===== src/rtl/tfv_pkg.sv =====
// ----------------------------------------------------------------------------
// tfv_pkg
// Shared types and constants for the timestamp format validator: character
// codes, string positions, field ranges and the per-character check result.
// ----------------------------------------------------------------------------
`default_nettype none

package tfv_pkg;

  localparam int unsigned CharW = 8;
  localparam int unsigned PosW  = 5;
  localparam int unsigned DigW  = 4;
  localparam int unsigned ValW  = 7;

  // Character codes
  localparam logic [CharW-1:0] CH_DASH  = 8'h2D;
  localparam logic [CharW-1:0] CH_T     = 8'h54;
  localparam logic [CharW-1:0] CH_COLON = 8'h3A;
  localparam logic [CharW-1:0] CH_Z     = 8'h5A;
  localparam logic [CharW-1:0] CH_PLUS  = 8'h2B;
  localparam logic [CharW-1:0] CH_ZERO  = 8'h30;
  localparam logic [CharW-1:0] CH_NINE  = 8'h39;

  // Positions of the separators
  localparam logic [PosW-1:0] POS_YM_SEP = 5'd4;
  localparam logic [PosW-1:0] POS_MD_SEP = 5'd7;
  localparam logic [PosW-1:0] POS_DT_SEP = 5'd10;
  localparam logic [PosW-1:0] POS_HM_SEP = 5'd13;
  localparam logic [PosW-1:0] POS_MS_SEP = 5'd16;
  localparam logic [PosW-1:0] POS_ZONE   = 5'd19;
  localparam logic [PosW-1:0] POS_ZC_SEP = 5'd22;
  localparam logic [PosW-1:0] POS_SAT    = 5'd25;

  // Tens digits of the two-digit fields
  localparam logic [PosW-1:0] POS_MON_T  = 5'd5;
  localparam logic [PosW-1:0] POS_DAY_T  = 5'd8;
  localparam logic [PosW-1:0] POS_HR_T   = 5'd11;
  localparam logic [PosW-1:0] POS_MIN_T  = 5'd14;
  localparam logic [PosW-1:0] POS_SEC_T  = 5'd17;
  localparam logic [PosW-1:0] POS_ZHR_T  = 5'd20;
  localparam logic [PosW-1:0] POS_ZMIN_T = 5'd23;

  // Units digits of the two-digit fields
  localparam logic [PosW-1:0] POS_MON_U  = 5'd6;
  localparam logic [PosW-1:0] POS_DAY_U  = 5'd9;
  localparam logic [PosW-1:0] POS_HR_U   = 5'd12;
  localparam logic [PosW-1:0] POS_MIN_U  = 5'd15;
  localparam logic [PosW-1:0] POS_SEC_U  = 5'd18;
  localparam logic [PosW-1:0] POS_ZHR_U  = 5'd21;
  localparam logic [PosW-1:0] POS_ZMIN_U = 5'd24;

  // Last index of the two accepted layouts
  localparam logic [PosW-1:0] POS_END_Z   = 5'd19;
  localparam logic [PosW-1:0] POS_END_OFS = 5'd24;

  // Field ranges
  localparam logic [ValW-1:0] MON_MAX = 7'd12;
  localparam logic [ValW-1:0] DAY_MAX = 7'd31;
  localparam logic [ValW-1:0] HR_MAX  = 7'd23;
  localparam logic [ValW-1:0] MS_MAX  = 7'd59;
  localparam logic [ValW-1:0] ONE     = 7'd1;

  // Outcome of checking one character
  typedef struct packed {
    logic            bad;
    logic            tens_ld;
    logic [DigW-1:0] tens_val;
    logic            zone_ld;
    logic            zone_val;
  } chk_t;

endpackage

`default_nettype wire


===== src/rtl/tfv_char_check.sv =====
// ----------------------------------------------------------------------------
// tfv_char_check
// Checks one character against the layout at its position and the range of
// the two-digit field it completes.
// ----------------------------------------------------------------------------
`default_nettype none

module tfv_char_check (
  input  wire logic [tfv_pkg::CharW-1:0] char_i,
  input  wire logic [tfv_pkg::PosW-1:0]  pos_i,
  input  wire logic [tfv_pkg::DigW-1:0]  tens_i,
  output tfv_pkg::chk_t                  chk_o
);

  logic                       digit;
  logic [tfv_pkg::DigW-1:0]   dval;
  logic [tfv_pkg::ValW-1:0]   tens_ext;
  logic [tfv_pkg::ValW-1:0]   pair;

  // Decode the digit and form the two-digit value (tens * 10 + units)
  assign digit    = (char_i >= tfv_pkg::CH_ZERO) && (char_i <= tfv_pkg::CH_NINE);
  assign dval     = digit ? char_i[tfv_pkg::DigW-1:0] : '0;
  assign tens_ext = {{(tfv_pkg::ValW-tfv_pkg::DigW){1'b0}}, tens_i};
  assign pair     = (tens_ext << 3) + (tens_ext << 1)
                  + {{(tfv_pkg::ValW-tfv_pkg::DigW){1'b0}}, dval};

  // Check the character for its position
  always_comb begin
    chk_o          = '0;
    chk_o.tens_val = dval;
    case (pos_i)
      tfv_pkg::POS_YM_SEP, tfv_pkg::POS_MD_SEP: begin
        chk_o.bad = (char_i != tfv_pkg::CH_DASH);
      end
      tfv_pkg::POS_DT_SEP: begin
        chk_o.bad = (char_i != tfv_pkg::CH_T);
      end
      tfv_pkg::POS_HM_SEP, tfv_pkg::POS_MS_SEP, tfv_pkg::POS_ZC_SEP: begin
        chk_o.bad = (char_i != tfv_pkg::CH_COLON);
      end
      tfv_pkg::POS_ZONE: begin
        if (char_i == tfv_pkg::CH_Z) begin
          chk_o.zone_ld  = 1'b1;
          chk_o.zone_val = 1'b0;
        end else if ((char_i == tfv_pkg::CH_PLUS) || (char_i == tfv_pkg::CH_DASH)) begin
          chk_o.zone_ld  = 1'b1;
          chk_o.zone_val = 1'b1;
        end else begin
          chk_o.bad = 1'b1;
        end
      end
      tfv_pkg::POS_SAT: begin
        chk_o.bad = 1'b1;
      end
      default: begin
        if (!digit) begin
          chk_o.bad = 1'b1;
        end else begin
          case (pos_i)
            tfv_pkg::POS_MON_T, tfv_pkg::POS_DAY_T, tfv_pkg::POS_HR_T,
            tfv_pkg::POS_MIN_T, tfv_pkg::POS_SEC_T, tfv_pkg::POS_ZHR_T,
            tfv_pkg::POS_ZMIN_T: begin
              chk_o.tens_ld = 1'b1;
            end
            tfv_pkg::POS_MON_U: begin
              chk_o.bad = (pair < tfv_pkg::ONE) || (pair > tfv_pkg::MON_MAX);
            end
            tfv_pkg::POS_DAY_U: begin
              chk_o.bad = (pair < tfv_pkg::ONE) || (pair > tfv_pkg::DAY_MAX);
            end
            tfv_pkg::POS_HR_U, tfv_pkg::POS_ZHR_U: begin
              chk_o.bad = (pair > tfv_pkg::HR_MAX);
            end
            tfv_pkg::POS_MIN_U, tfv_pkg::POS_SEC_U, tfv_pkg::POS_ZMIN_U: begin
              chk_o.bad = (pair > tfv_pkg::MS_MAX);
            end
            default: begin
              chk_o.bad = 1'b0;
            end
          endcase
        end
      end
    endcase
  end

endmodule

`default_nettype wire


===== src/rtl/timestamp_format_validator_core.sv =====
// ----------------------------------------------------------------------------
// timestamp_format_validator_core
// Streaming validator for fixed-layout timestamps, one character per
// transfer, one verdict per string.
// ----------------------------------------------------------------------------
//  Channel   | Dir | tdata           | tlast            | Transfer
//  s_axis    | in  | [7:0] character | last character   | tvalid & tready
//  m_axis    | out | [0] valid_res   | -                | tvalid & tready
//
//  One character per cycle, back to back, unless a held verdict stalls input;
//  a string's verdict is registered after its last character is checked.
//  Characters pass an input register, then one check stage that updates the
//  string state and loads the result register on the last character.
//  Reset clears the input and result valids and all string state.
//  A last character waits in the input register only while an earlier verdict
//  is held by m_axis_tready_i low; s_axis_tready_o then drops.
// ----------------------------------------------------------------------------
`default_nettype none

module timestamp_format_validator_core (
  input  wire logic       clk_i,
  input  wire logic       rst_ni,
  input  wire logic       s_axis_tvalid_i,
  output logic            s_axis_tready_o,
  input  wire logic [7:0] s_axis_tdata_i,   // [7:0] character
  input  wire logic       s_axis_tlast_i,
  output logic            m_axis_tvalid_o,
  input  wire logic       m_axis_tready_i,
  output logic [7:0]      m_axis_tdata_o    // [0] valid_res, [7:1] zero
);

  logic                        in_vld_q, in_vld_d;
  logic [tfv_pkg::CharW-1:0]   in_char_q, in_char_d;
  logic                        in_last_q, in_last_d;
  logic [tfv_pkg::PosW-1:0]    pos_q, pos_d;
  logic                        failed_q, failed_d;
  logic [tfv_pkg::DigW-1:0]    tens_q, tens_d;
  logic                        zone_q, zone_d;
  logic                        out_vld_q, out_vld_d;
  logic                        out_res_q, out_res_d;

  tfv_pkg::chk_t               chk;
  logic                        proceed;
  logic                        fire;
  logic                        failed_nx;
  logic                        zone_nx;
  logic                        ok;

  tfv_char_check u_check (
    .char_i (in_char_q),
    .pos_i  (pos_q),
    .tens_i (tens_q),
    .chk_o  (chk)
  );

  // Stall the check stage only when a verdict has no room
  assign proceed         = !in_last_q || !out_vld_q || m_axis_tready_i;
  assign fire            = in_vld_q && proceed;
  assign s_axis_tready_o = !in_vld_q || proceed;

  assign failed_nx = failed_q | chk.bad;
  assign zone_nx   = chk.zone_ld ? chk.zone_val : zone_q;
  assign ok        = !failed_nx &&
                     (((pos_q == tfv_pkg::POS_END_Z) && !zone_nx) ||
                      ((pos_q == tfv_pkg::POS_END_OFS) && zone_nx));

  // Load the input register
  always_comb begin
    in_vld_d  = in_vld_q;
    in_char_d = in_char_q;
    in_last_d = in_last_q;
    if (s_axis_tvalid_i && s_axis_tready_o) begin
      in_vld_d  = 1'b1;
      in_char_d = s_axis_tdata_i;
      in_last_d = s_axis_tlast_i;
    end else if (fire) begin
      in_vld_d = 1'b0;
    end
  end

  // Advance the string state; clear it after the last character
  always_comb begin
    pos_d    = pos_q;
    failed_d = failed_q;
    tens_d   = tens_q;
    zone_d   = zone_q;
    if (fire) begin
      if (in_last_q) begin
        pos_d    = '0;
        failed_d = 1'b0;
        tens_d   = '0;
        zone_d   = 1'b0;
      end else begin
        failed_d = failed_nx;
        zone_d   = zone_nx;
        if (chk.tens_ld) begin
          tens_d = chk.tens_val;
        end
        if (pos_q != tfv_pkg::POS_SAT) begin
          pos_d = pos_q + tfv_pkg::PosW'(1);
        end
      end
    end
  end

  // Load or drain the result register
  always_comb begin
    out_vld_d = out_vld_q;
    out_res_d = out_res_q;
    if (fire && in_last_q) begin
      out_vld_d = 1'b1;
      out_res_d = ok;
    end else if (m_axis_tready_i) begin
      out_vld_d = 1'b0;
    end
  end

  always_ff @(posedge clk_i or negedge rst_ni) begin
    if (!rst_ni) begin
      in_vld_q  <= 1'b0;
      pos_q     <= '0;
      failed_q  <= 1'b0;
      tens_q    <= '0;
      zone_q    <= 1'b0;
      out_vld_q <= 1'b0;
    end else begin
      in_vld_q  <= in_vld_d;
      pos_q     <= pos_d;
      failed_q  <= failed_d;
      tens_q    <= tens_d;
      zone_q    <= zone_d;
      out_vld_q <= out_vld_d;
    end
  end

  // Payload registers
  always_ff @(posedge clk_i) begin
    in_char_q <= in_char_d;
    in_last_q <= in_last_d;
    out_res_q <= out_res_d;
  end

  assign m_axis_tvalid_o = out_vld_q;
  assign m_axis_tdata_o  = {7'b0000000, out_res_q};

endmodule

`default_nettype wire


===== config.mk =====
export PLATFORM = sky130hd
export DESIGN_NAME = timestamp_format_validator_core
export DESIGN_NICKNAME = d
export VERILOG_FILES = /design/src/rtl/tfv_pkg.sv /design/src/rtl/tfv_char_check.sv /design/src/rtl/timestamp_format_validator_core.sv
export SDC_FILE = /design/constraint.sdc
export NUM_CORES = 1
export LEC_CHECK = 0
export BUFFER_PORTS_ARGS = -buffer_cell sky130_fd_sc_hd__buf_2
export CORE_UTILIZATION = 32
export DETAILED_ROUTE_END_ITERATION = 12
export SLEW_MARGIN = 0
export SYNTH_ARGS = -nofsm -noshare
export SYNTH_HDL_FRONTEND = slang
export SYNTH_HIERARCHICAL = 1
export SYNTH_SLANG_ARGS = --single-unit

===== constraint.sdc =====
create_clock -name clk_i -period 6.5 [get_ports clk_i]
set_input_delay 1.95 -clock clk_i [delete_from_list [all_inputs] [get_ports clk_i]]
set_output_delay 1.95 -clock clk_i [all_outputs]
set_load 0.05 [all_outputs]

==> metrics <==
Initial Util 0.333; H-tree Lvls 1; Yosys reg bits 23; PortBufs 15; Worst R2R Path Depth 13; Synth cell types 51; Std-Cell Rows 27; Final Net Count 240; outcome finished clean; post-CTS setup repair buffer count 0; Critical Path AT 2.57 ns; Clock Skews 0.00966 ns; Max stage delay on crit path 0.25 ns; DR vias 1,503; Post-synth EDFFs 10; clock root cell clkbuf_8; sequential area share after synthesis 0.341; Critical Path RT 4.55 ns; Worst path slowest cell buf_2; DRC viols 0; CP dominant cell by count buf_2; Tmin final 4.52 ns; reg-to-reg slack, setup 2.61 ns; ys async rst share 0.565; worst hold path startpoint failed_q; post-route ant nets 0; CP Max Fanout 3; total gr overflow 0; Slew @ Worst Pin 0.601 ns; Slew HR 0.600; Critical Path End Type output pin; RSZ-0062 raised after global routing false; total clock sinks 23; Primary FF master, synth dfrtp_1; synth warn 6; Hold Crit Depth 2; GR Util All Layers 0.125; initial antenna violation count 0; delay-heaviest family, CP buffers and inverters; Buf/Inv on CP 2; share of cells above drive strength 1 0.117; hold buffers post-CTS 0; Final Setup Violations 0; max_cap viols 0; Filler cells 579; clk_lat worst skew 0.27 ns; Die X 77.7 microns; CTS max path bufs 2; Final Hold Viols 0; worst r2r src in_char_q[1]; CTS buffer count 3; Core Util, Final 0.357; final wirelength 3.62 mm; CTS tree yes; diode count 0; DIE AREA 0.00604 sq mm; vias in the first global route 1,308; area grow syn2layout 7.16%; RePlAce Congestion 0.784; fmax 221 MHz; core box area 0.00551 sq mm; first-pass GRT wire length 6.09 mm; CP Launch Type input port; clk slew on worst S/H paths 0.08 ns; count of cells resized by post-cts repair 0; Max IR drop VDD 0.0910 mV; pin count of the biggest net entering global routing 20; WS Path Type in2out; vias per cell 5.26; number of placed I/O pins 23; final setup TNS 0 ns; 1st-pass router iterations 4; First DRT Iteration DRCs 45; DR WL/cell 12.7 microns; Hold/Removal Path Class reg2reg; synthesized cell area 0.00183 sq mm; period utilisation layout 0.695; Slew Limit Fails 0; LEAKAGE 0.000816 uW; average footprint of a synthesized cell 8.99 sq um; Die Height 77.7 microns; Cell Chain, Critical Path buf_2, nor2b_1, nand3_1, buf_2; Hold EP failed_q; pwr/cell area 235 mW/mm^2; Synth Instances 204; reg-to-reg critical path endpoint out_res_q; DP HPWL 2.76 mm
[per-layer routing]
| layer | share of wire | GRT usage | up-vias |
|---|---|---|---|
| li1 | - | - | 759 |
| met1 | 0.49 | 0.173 | 691 |
| met2 | 0.45 | 0.201 | 47 |
| met3 | 0.042 | 0.0106 | 6 |
| met4 | 0.014 | 0.0491 | 0 |
| met5 | 0 | 0 | - |
[worst register-to-register path: stages, from the launching register on]
cell       delay (ns)
edfxtp_1         0.49
o21ai_0          0.26
and4b_1          0.31
nand2_1          0.13
fa_1             0.49
inv_1            0.07
fa_1             0.46
a21o_1           0.19
a21oi_1          0.18
xnor2_1          0.13
o41ai_1          0.36
o2111ai_1        0.19
o311a_1          0.18
nor4_1           0.28
[flip-flops by register name (all words and copies together), names as in the netlist]
| register | cells |
|---|---|
| m_axis_tvalid_o | 1 |
| tens_q | 4 |
| failed_q | 1 |
| zone_q | 1 |
| in_last_q | 1 |
| in_char_q | 8 |
| pos_q | 5 |
| out_res_q | 1 |
| in_vld_q | 1 |
[synthesized netlist by cell type (3+ instances only)]
library cell  count  area (sq um)
a21o_1            3          22.5
a21oi_1          14          70.1
a31oi_1           8          50.1
and2_1            6          37.5
and3_1            3          18.8
buf_2             4          20.0
buf_4            11          82.6
dfrtp_1          13           325
edfxtp_1         10           300
ha_1             10           125
inv_1            12          45.0
nand2_1          13          48.8
nand2b_1          3          18.8
nand3_1           7          35.0
nand4_1           3          18.8
nand4b_1          5          43.8
nor2_1           10          37.5
nor2b_1          11          68.8
nor3_1            3          15.0
nor3b_1           3          22.5
o21ai_0          11          55.1
xnor2_1           3          26.3
xor2_1            3          26.3
[layout by cell type (no fill, tap or decap), types with 5 or more instances in the layout]
cell and instances:
nor2b_1 11, nand4b_1 5, conb_1 7, a21oi_1 14, inv_1 12, buf_2 15
o21ai_0 11, and2_1 6, edfxtp_1 10, dfrtp_1 13, a31oi_1 8, ha_1 10
nor2_1 10, nand3_1 7, nand2_1 13
[how the worst max path moves through the flow]
stage                          from              end  slack, ns  cells after the start
floorplan           m_axis_tready_i  s_axis_tready_o       2.04                      2
CTS                 m_axis_tready_i  s_axis_tready_o       1.98                      4
detailed placement  m_axis_tready_i  s_axis_tready_o       1.98                      4
finish              m_axis_tready_i  s_axis_tready_o       1.98                      4
global route        m_axis_tready_i  s_axis_tready_o       1.91                      4
global placement    m_axis_tready_i  s_axis_tready_o       2.00                      4
[through the flow]
stage	power, uW	hold WS (ns)	cells	instance area [sq um]	worst slack, ns
after CTS	465	0.511	286	1970	1.98
after global routing	495	0.539	286	1970	1.91
after global placement	375	0.487	282	1920	2.00
after detailed placement	375	0.489	282	1920	1.98
final	462	0.508	286	1970	1.98
after floorplan	343	0.449	210	1860	2.04
[cell type report]
| cell class | count | area [sq um] | share of cell area |
|---|---|---|---|
| multi-input combinational | 160 | 1080 | 0.551 |
| sequential | 23 | 626 | 0.318 |
| clock inverter | 1 | 5.00 | 0.00255 |
| inverter | 12 | 45.0 | 0.0229 |
| tap | 72 | 90.1 | 0.0458 |
| timing repair buffer | 15 | 75.1 | 0.0382 |
| clock buffer | 3 | 41.3 | 0.0210 |
[report_power, final]
part / switching [uW] / total (uW) / internal (uW)
logic: 94.9 / 164 / 68.8
clock network: 44.7 / 87.5 / 42.8
registers: 41.1 / 211 / 170
[cells by family (layout without fill, tap and decap cells)]
kind of cell    Yosys count  after routing  share of synthesized area
compound gates           53             53                      0.186
buf+inv                  27             31                     0.0805
other cells               1              7                    0.00204
fa+ha+maj                12             12                     0.0900
flops                    23             23                      0.341
mux                       2              2                     0.0109
xor+xnor                  6              6                     0.0287
simple gates             80             80                      0.261
(Power assumes the default switching activity.)
